$ cat src/hdl/rtw_pkg.sv
// Shared constants and types for the retransmit timer wheel.
// Holds the wheel geometry, field widths, opcodes and the entry record kept in RAM.
// Depends on nothing.
package rtw_pkg;

    // The bucket count is a power of two so that every mod is a bit slice.
    localparam int BUCKET_BITS  = 6;
    localparam int BUCKETS      = 1 << BUCKET_BITS;
    localparam int LIMIT_BITS   = BUCKET_BITS + 1;
    localparam int ENTRIES      = 32;
    localparam int ENTRY_BITS   = (ENTRIES > 1) ? $clog2(ENTRIES) : 1;
    localparam int ORDER_BITS   = 16;
    localparam int OPC_BITS     = 2;
    localparam int ID_BITS      = 5;
    localparam int TIMEOUT_BITS = 6;
    localparam int TIME_BITS    = 32;

    localparam logic [OPC_BITS-1:0] OP_ARM     = 2'd0;
    localparam logic [OPC_BITS-1:0] OP_CANCEL  = 2'd1;
    localparam logic [OPC_BITS-1:0] OP_ADVANCE = 2'd2;

    localparam logic KIND_EXPIRED  = 1'b0;
    localparam logic KIND_FINISHED = 1'b1;

    typedef logic [BUCKET_BITS-1:0] bucket_t;
    typedef logic [ORDER_BITS-1:0]  order_t;
    typedef logic [ENTRY_BITS-1:0]  entry_idx_t;

    typedef struct packed {
        bucket_t bucket;
        order_t  order;
    } entry_rec_t;

endpackage

$ cat src/hdl/rtw_ram.sv
// Generic single-write, single-read synchronous RAM with a registered read port.
// Used for the per-entry timer records. Depends on nothing.
module rtw_ram #(
    parameter int WIDTH = 8,
    parameter int DEPTH = 16
) (
    input  logic                                          clk,
    input  logic                                          wr_en,
    input  logic [((DEPTH > 1) ? $clog2(DEPTH) : 1)-1:0]  wr_addr,
    input  logic [WIDTH-1:0]                              wr_data,
    input  logic                                          rd_en,
    input  logic [((DEPTH > 1) ? $clog2(DEPTH) : 1)-1:0]  rd_addr,
    output logic [WIDTH-1:0]                              rd_data
);

    logic [WIDTH-1:0] mem_reg [DEPTH];
    logic [WIDTH-1:0] rd_data_reg;

    always_ff @(posedge clk)
    begin
        if (wr_en)
        begin
            mem_reg[wr_addr] <= wr_data;
        end
        if (rd_en)
        begin
            rd_data_reg <= mem_reg[rd_addr];
        end
    end

    assign rd_data = rd_data_reg;

endmodule

$ cat src/hdl/retransmit_timer_wheel_core.sv
// An item with no elapsed ticks goes from idle to the finish state, which loads its finished
// beat once the output is free. With elapsed ticks, each selection pass reads every entry
// record once (32-entry RAM read at one record a cycle), one pass per expiry plus a final
// empty pass. One item at a time: the next is taken the cycle after the finished beat is
// loaded, even while that beat waits downstream. Reset clears armed flags, insert count and
// last time.
module retransmit_timer_wheel_core
    import rtw_pkg::*;
(
    input  logic                    clk,
    input  logic                    rst_n,
    input  logic                    item_valid,
    output logic                    item_stall,
    input  logic [OPC_BITS-1:0]     opcode,
    input  logic [ID_BITS-1:0]      entry_id,
    input  logic [TIMEOUT_BITS-1:0] timeout,
    input  logic [TIME_BITS-1:0]    now_time,
    output logic                    result_valid,
    input  logic                    result_stall,
    output logic                    kind,
    output logic [ID_BITS-1:0]      expired_id,
    output logic                    last
);

    localparam logic [1:0] S_IDLE   = 2'd0;
    localparam logic [1:0] S_SCAN   = 2'd1;
    localparam logic [1:0] S_EMIT   = 2'd2;
    localparam logic [1:0] S_FINISH = 2'd3;

    localparam entry_idx_t LAST_ENTRY = ENTRY_BITS'(ENTRIES - 1);

    logic [1:0]             state_reg;
    logic [ENTRIES-1:0]     armed_reg;
    order_t                 insert_count_reg;
    logic [TIME_BITS-1:0]   last_time_reg;
    logic                   issue_on_reg;
    entry_idx_t             issue_addr_reg;
    logic                   chk_valid_reg;
    entry_idx_t             chk_addr_reg;
    logic                   found_reg;
    logic                   result_valid_reg;

    logic [OPC_BITS-1:0]    op_reg;
    entry_idx_t             id_reg;
    logic                   id_ok_reg;
    bucket_t                arm_bucket_reg;
    bucket_t                base_reg;
    logic [LIMIT_BITS-1:0]  limit_reg;
    entry_idx_t             best_id_reg;
    bucket_t                best_dist_reg;
    order_t                 best_age_reg;
    logic                   kind_reg;
    logic [ID_BITS-1:0]     expired_id_reg;
    logic                   last_reg;

    logic                   item_accept;
    logic                   out_free;
    logic [TIME_BITS-1:0]   ticks;
    logic [LIMIT_BITS-1:0]  limit_next;
    entry_rec_t             rd_rec;
    bucket_t                bucket_gap;
    order_t                 age;
    logic                   cand;
    logic                   emit_load;
    logic                   fin_load;
    logic                   do_arm;
    logic                   do_cancel;
    logic                   pass_done;

    assign item_stall  = (state_reg != S_IDLE);
    assign item_accept = item_valid && !item_stall;
    assign out_free    = !result_valid_reg || !result_stall;

    always_comb
    begin
        ticks = (now_time >= last_time_reg) ? (now_time - last_time_reg) : '0;
        if (ticks > TIME_BITS'(BUCKETS))
        begin
            limit_next = LIMIT_BITS'(BUCKETS);
        end
        else
        begin
            limit_next = ticks[LIMIT_BITS-1:0];
        end
    end

    rtw_ram #(
        .WIDTH($bits(entry_rec_t)),
        .DEPTH(ENTRIES)
    ) u_rec_ram (
        .clk     (clk),
        .wr_en   (fin_load && do_arm),
        .wr_addr (id_reg),
        .wr_data ({arm_bucket_reg, insert_count_reg}),
        .rd_en   ((state_reg == S_SCAN) && issue_on_reg),
        .rd_addr (issue_addr_reg),
        .rd_data (rd_rec)
    );

    // An entry is a candidate if its bucket falls inside the visited window. Ordering is by
    // distance from the starting bucket, then by age (oldest first), then by lower id.
    always_comb
    begin
        bucket_gap = rd_rec.bucket - base_reg;
        age        = insert_count_reg - rd_rec.order;
        cand = chk_valid_reg && armed_reg[chk_addr_reg]
               && ({1'b0, bucket_gap} < limit_reg)
               && (!found_reg || (bucket_gap < best_dist_reg)
                   || ((bucket_gap == best_dist_reg) && (age > best_age_reg)));
    end

    assign pass_done = chk_valid_reg && (chk_addr_reg == LAST_ENTRY);
    assign emit_load = (state_reg == S_EMIT) && found_reg && out_free;
    assign fin_load  = (state_reg == S_FINISH) && out_free;
    assign do_arm    = id_ok_reg && (op_reg == OP_ARM);
    assign do_cancel = id_ok_reg && (op_reg == OP_CANCEL);

    always_ff @(posedge clk or negedge rst_n)
    begin
        if (!rst_n)
        begin
            state_reg        <= S_IDLE;
            armed_reg        <= '0;
            insert_count_reg <= '0;
            last_time_reg    <= '0;
            issue_on_reg     <= 1'b0;
            issue_addr_reg   <= '0;
            chk_valid_reg    <= 1'b0;
            chk_addr_reg     <= '0;
            found_reg        <= 1'b0;
            result_valid_reg <= 1'b0;
        end
        else
        begin
            if (emit_load || fin_load)
            begin
                result_valid_reg <= 1'b1;
            end
            else if (!result_stall)
            begin
                result_valid_reg <= 1'b0;
            end

            chk_valid_reg <= (state_reg == S_SCAN) && issue_on_reg;
            chk_addr_reg  <= issue_addr_reg;

            case (state_reg)
                S_IDLE:
                begin
                    if (item_accept)
                    begin
                        last_time_reg  <= now_time;
                        issue_on_reg   <= 1'b1;
                        issue_addr_reg <= '0;
                        found_reg      <= 1'b0;
                        state_reg      <= (limit_next != '0) ? S_SCAN : S_FINISH;
                    end
                end
                S_SCAN:
                begin
                    if (issue_on_reg)
                    begin
                        if (issue_addr_reg == LAST_ENTRY)
                        begin
                            issue_on_reg <= 1'b0;
                        end
                        else
                        begin
                            issue_addr_reg <= issue_addr_reg + 1'b1;
                        end
                    end
                    if (cand)
                    begin
                        found_reg <= 1'b1;
                    end
                    if (pass_done)
                    begin
                        state_reg <= S_EMIT;
                    end
                end
                S_EMIT:
                begin
                    if (!found_reg)
                    begin
                        state_reg <= S_FINISH;
                    end
                    else if (out_free)
                    begin
                        armed_reg[best_id_reg] <= 1'b0;
                        found_reg              <= 1'b0;
                        issue_on_reg           <= 1'b1;
                        issue_addr_reg         <= '0;
                        state_reg              <= S_SCAN;
                    end
                end
                S_FINISH:
                begin
                    if (out_free)
                    begin
                        if (do_arm)
                        begin
                            armed_reg[id_reg] <= 1'b1;
                            insert_count_reg  <= insert_count_reg + 1'b1;
                        end
                        else if (do_cancel)
                        begin
                            armed_reg[id_reg] <= 1'b0;
                        end
                        state_reg <= S_IDLE;
                    end
                end
                default:
                begin
                    state_reg <= S_IDLE;
                end
            endcase
        end
    end

    always_ff @(posedge clk)
    begin
        if (item_accept)
        begin
            op_reg         <= opcode;
            id_reg         <= ENTRY_BITS'(entry_id);
            id_ok_reg      <= (int'(entry_id) < ENTRIES);
            arm_bucket_reg <= BUCKET_BITS'(now_time[BUCKET_BITS-1:0]
                                          + BUCKET_BITS'(timeout));
            base_reg       <= last_time_reg[BUCKET_BITS-1:0];
            limit_reg      <= limit_next;
        end
        if (cand)
        begin
            best_id_reg   <= chk_addr_reg;
            best_dist_reg <= bucket_gap;
            best_age_reg  <= age;
        end
        if (emit_load)
        begin
            kind_reg       <= KIND_EXPIRED;
            expired_id_reg <= ID_BITS'(best_id_reg);
            last_reg       <= 1'b0;
        end
        else if (fin_load)
        begin
            kind_reg       <= KIND_FINISHED;
            expired_id_reg <= '0;
            last_reg       <= 1'b1;
        end
    end

    assign result_valid = result_valid_reg;
    assign kind         = kind_reg;
    assign expired_id   = expired_id_reg;
    assign last         = last_reg;

    // The entry picked by a pass must still be armed when its expiry beat is loaded.
    assert property (@(posedge clk) disable iff (!rst_n)
        emit_load |-> armed_reg[best_id_reg])
        else $error("expiring an entry that is not armed");

    // The stored time follows every accepted item.
    assert property (@(posedge clk) disable iff (!rst_n)
        item_accept |=> (last_time_reg == $past(now_time)))
        else $error("last time not updated on accept");

    // Only the finished beat closes an item.
    assert property (@(posedge clk) disable iff (!rst_n)
        result_valid |-> (kind == last))
        else $error("kind and last disagree");

    // Each completed arm stamps one new insertion number.
    assert property (@(posedge clk) disable iff (!rst_n)
        (fin_load && do_arm) |=> (insert_count_reg == $past(insert_count_reg) + 1'b1))
        else $error("insert count not advanced on arm");

    // A new item is never taken while a pass is under way.
    assert property (@(posedge clk) disable iff (!rst_n)
        chk_valid_reg |-> item_stall)
        else $error("item accepted during a scan");

endmodule
$ cat config.mk
export PLATFORM = sky130hd
export DESIGN_NAME = retransmit_timer_wheel_core
export DESIGN_NICKNAME = d
export VERILOG_FILES = /design/src/hdl/rtw_pkg.sv /design/src/hdl/rtw_ram.sv /design/src/hdl/retransmit_timer_wheel_core.sv
export SDC_FILE = /design/constraint.sdc
export NUM_CORES = 1
export LEC_CHECK = 0
export ABC_CLOCK_PERIOD_IN_PS = 6400
export BUFFER_PORTS_ARGS = -buffer_cell sky130_fd_sc_hd__buf_2
export CAP_MARGIN = 30
export CORE_UTILIZATION = 38
export CTS_CLUSTER_DIAMETER = 30
export CTS_CLUSTER_SIZE = 24
export DETAILED_ROUTE_END_ITERATION = 8
export GPL_ROUTABILITY_DRIVEN = 0
export PLACE_DENSITY_LB_ADDON = 0.08
export SKIP_LAST_GASP = 1
export SLEW_MARGIN = 30
export SYNTH_ARGS = -nofsm -noshare
export SYNTH_HDL_FRONTEND = slang
export SYNTH_SLANG_ARGS = --single-unit
$ cat constraint.sdc
create_clock -name clk -period 6.4 [get_ports clk]
set_input_delay 0 -clock clk [delete_from_list [all_inputs] [get_ports clk]]
set_output_delay 0 -clock clk [all_outputs]
set_load 0.02 [all_outputs]
==> results.yml <==
final_layout:
  final_nets: 2719
  largest_reg_flops: 704
  layout-drive-gt1-share: 0.2804
  regArea_um2: 25980
  fin_area_um2: 48470
  num-fill-cells: 8235
  areaGrowthSynthToFinish_pct: 27.11
  insertedDiodeCount: 0
  multi_input_area_um2: 11550
floorplanning:
  num_io_pins: 58
  die-area_um2: 101600
  coreArea_um2: 98850
  initial_core_util: 0.3857
  row_count: 115
  die_w_um: 318.8
  die_y_um: 318.8
critical_path:
  path_cells: "inv_1 -> ha_1 -> inv_1 -> fa_1 -> a21o_1 -> a21oi_1 -> o21bai_1 -> a21oi_1 -> o21bai_1 -> a211oi_1 -> o21ai_0 -> a31o_2 -> a21oi_1 -> xnor2_1 -> ha_1 -> nand4_1 -> nor4_1 -> nor3_1 -> o21ai_0 -> nor3_1 -> o41a_1 -> buf_12 -> o21ai_0 -> o2bb2ai_1"
  critPathTopFamily: "compound AO/OA/AOI/OAI gates"
  cp-start-kind: "register"
  cp-end-kind: "register"
  crit_arrival_ns: 6.05
  required_ns: 7.05
  critPathKind: "register to register"
  path_buf_inv: 3
  max_stage_delay_ns: 0.66
  worstPathMaxFanout: 18
  slowest_stage: "o41a_1"
clocking:
  htreeDepth: 4
  worst_skew_pair.late_latency_ns: 0.77
  path_clk_slew_ns: 0.04
  cts_buffer_depth: 3
  cts_tree: "yes"
  cts_sinks: 881
  clock-root-buffer: "clkbuf_16"
  postCtsSetupBuffers: 0
  cts_buffers: 200
power:
  power.density_nw_per_um2: 455.3
  switchingPower_uw: 6378
  combPwrFrac: 0.206
  p_int_uw: 15690
  clkPwrFrac: 0.473
  seq_power_share: 0.321
  power.share.switching: 0.2890
  power.leakage_uw: 0.01614
  vdd_drop_max_v: 0.0002916
drt:
  route.detailed.drc: 0
  vias: 22070
  drt-pass1-iter-count: 6
  via_per_inst: 5.467
  ant_nets: 0
  drt_iter0_markers: 1997
  wl_per_cell_um: 26.09
  totalWireLength_um: 105300
logic_synthesis:
  yosys_most_used_dff: "edfxtp_1"
  yosysWarnings: 0
  synth_top_cell_by_area: "edfxtp_1"
  yosysSeqAreaShare: 0.6810
  synth_async_sr_flop_share: 0.1090
  synthDistinctLibCells: 75
  synth_seq_cells: 881
  synthMostInstantiatedCell: "edfxtp_1"
  synth_common_cells: "784 x edfxtp_1, 230 x mux4_2, 159 x nand2_1"
  synth_area_um2: 38130
  synth.area.top_cells: "edfxtp_1 62%, mux4_2 14%, dfrtp_1 6.3%"
  avgSynthCellArea_um2: 16.83
  syn_inst: 2266
  syn_nets: 2411
  synth_top_area_share: 0.6175
  synth-edff-count: 784
placed_design:
  dp_hpwl_um: 55660
  place_area_um2: 40390
  portBuffers: 57
sta:
  finalCritPeriodShare: 0.8445
  relSlewSlack: 0.3392
  fin_tns_setup_ns: 0
  fin_worst_skew_ns: 0.03053
  clock.fmax_mhz: 185.0
  slew_viol_final: 0
  setup-violations-final: 0
  tightestPinTransition_ns: 0.9913
  hold_viol: 0
  rsz0062_at_grt: "no"
  min_period_ns: 5.405
global_routing:
  grt_pass1_vias: 23550
  antenna_found_initial: 1
  grt_pass1_wl_um: 156100
  grt_start_max_net_pins: 117
  grtUsageTotal: 0.2116
  grt_overflow_total: 0
min_path:
  hp-class: "input port to register"
job:
  drv_cap: 0
status:
  status: "finished clean"
## through the flow
stage | setup WS (ns) | utilization | std cells | hold WS [ns] | power, uW
after CTS | 1.002 | 0.4895 | 4031 | 0.0005097 | 22270
after detailed placement | 1.029 | 0.4086 | 3564 | 0.02174 | 11670
after global routing | 0.5611 | 0.4903 | 4037 | 0.06575 | 23060
after floorplan | 1.296 | - | 2266 | -0.2956 | 10310
final | 0.9951 | 0.4903 | 4037 | 0.04453 | 22070
after global placement | 1.125 | 0.4085 | 3564 | 0.01616 | 11610
## cell type report
cell class,count,share of cell area
sequential,881,0.5362
inverter,120,0.009294
clock buffer,225,0.1058
tap,1287,0.03323
multi-input combinational,1158,0.2383
clock inverter,153,0.04053
timing repair buffer,213,0.03663
## metal layers
metal,share of wire,GRT usage,vias to the layer above
met5,0,0,-
met4,0.019,0.06720,0
met3,0.050,0.04344,156
met2,0.50,0.3504,606
met1,0.43,0.2793,11590
li1,-,-,9718
## cell families after synthesis
family | Yosys count | share of synthesized area
AO/OA/AOI/OAI | 347 | 0.05684
XOR/XNOR | 52 | 0.01194
adder cells (fa/ha/maj) | 96 | 0.03229
buffers and inverters | 227 | 0.02264
flip-flops | 881 | 0.6810
multiplexers | 261 | 0.1448
AND/OR/NAND/NOR | 402 | 0.05054
## placed cells by master, fill, tap and decap left out, types with 51 or more instances in the layout
cell type and n:
edfxtp_1 784, mux4_2 230, clkbuf_16 200, nand2_1 158, inv_1 119, o21ai_0 103
ha_1 92, dlygate4sd3_1 88, dfrtp_1 86, a21oi_1 63, buf_4 57, buf_2 56
nor2_1 51
## worst register-to-register path, delay by kind of cell (launching register included)
family          cells  cell delay, ns
compound gates     13            2.91
xor+xnor            1            0.17
fa+ha+maj           3            0.88
buf+inv             3            0.40
flops               1            0.37
simple gates        4            0.55
## power by group through the flow
stage | clock (uW) | sequential [uW] | combinational [uW]
after floorplan | 0 | 7130 | 3180
after global placement | 0 | 7210 | 4390
after detailed placement | 0 | 7230 | 4440
after CTS | 10600 | 7130 | 4520
after global routing | 10900 | 7130 | 5020
final | 10400 | 7080 | 4540
## worst paths after layout
| path | from | to | slack [ns] | cells past startpoint |
|---|---|---|---|---|
| worst max-delay path | insert_count_reg[0] | found_reg | 1.0 | 24 |
| worst min-delay path | now_time[11] | last_time_reg[11] | 0.04 | 4 |
| worst max register to register | insert_count_reg[0] | found_reg | 1.0 | 24 |
| worst min register to register | last_time_reg[5] | base_reg[5] | 0.45 | 0 |
| max in group asynchronous | rst_n | insert_count_reg[12] | 5.32 | 4 |
| min in group asynchronous | rst_n | last_time_reg[10] | 0.36 | 4 |
## what timing repair did
action                    in CTS  in global routing
hold endpoints to repair     119                  0
hold buffers                  89                  0
resized for setup              0                  0
No activity file was read; power rests on OpenSTA's default activity.
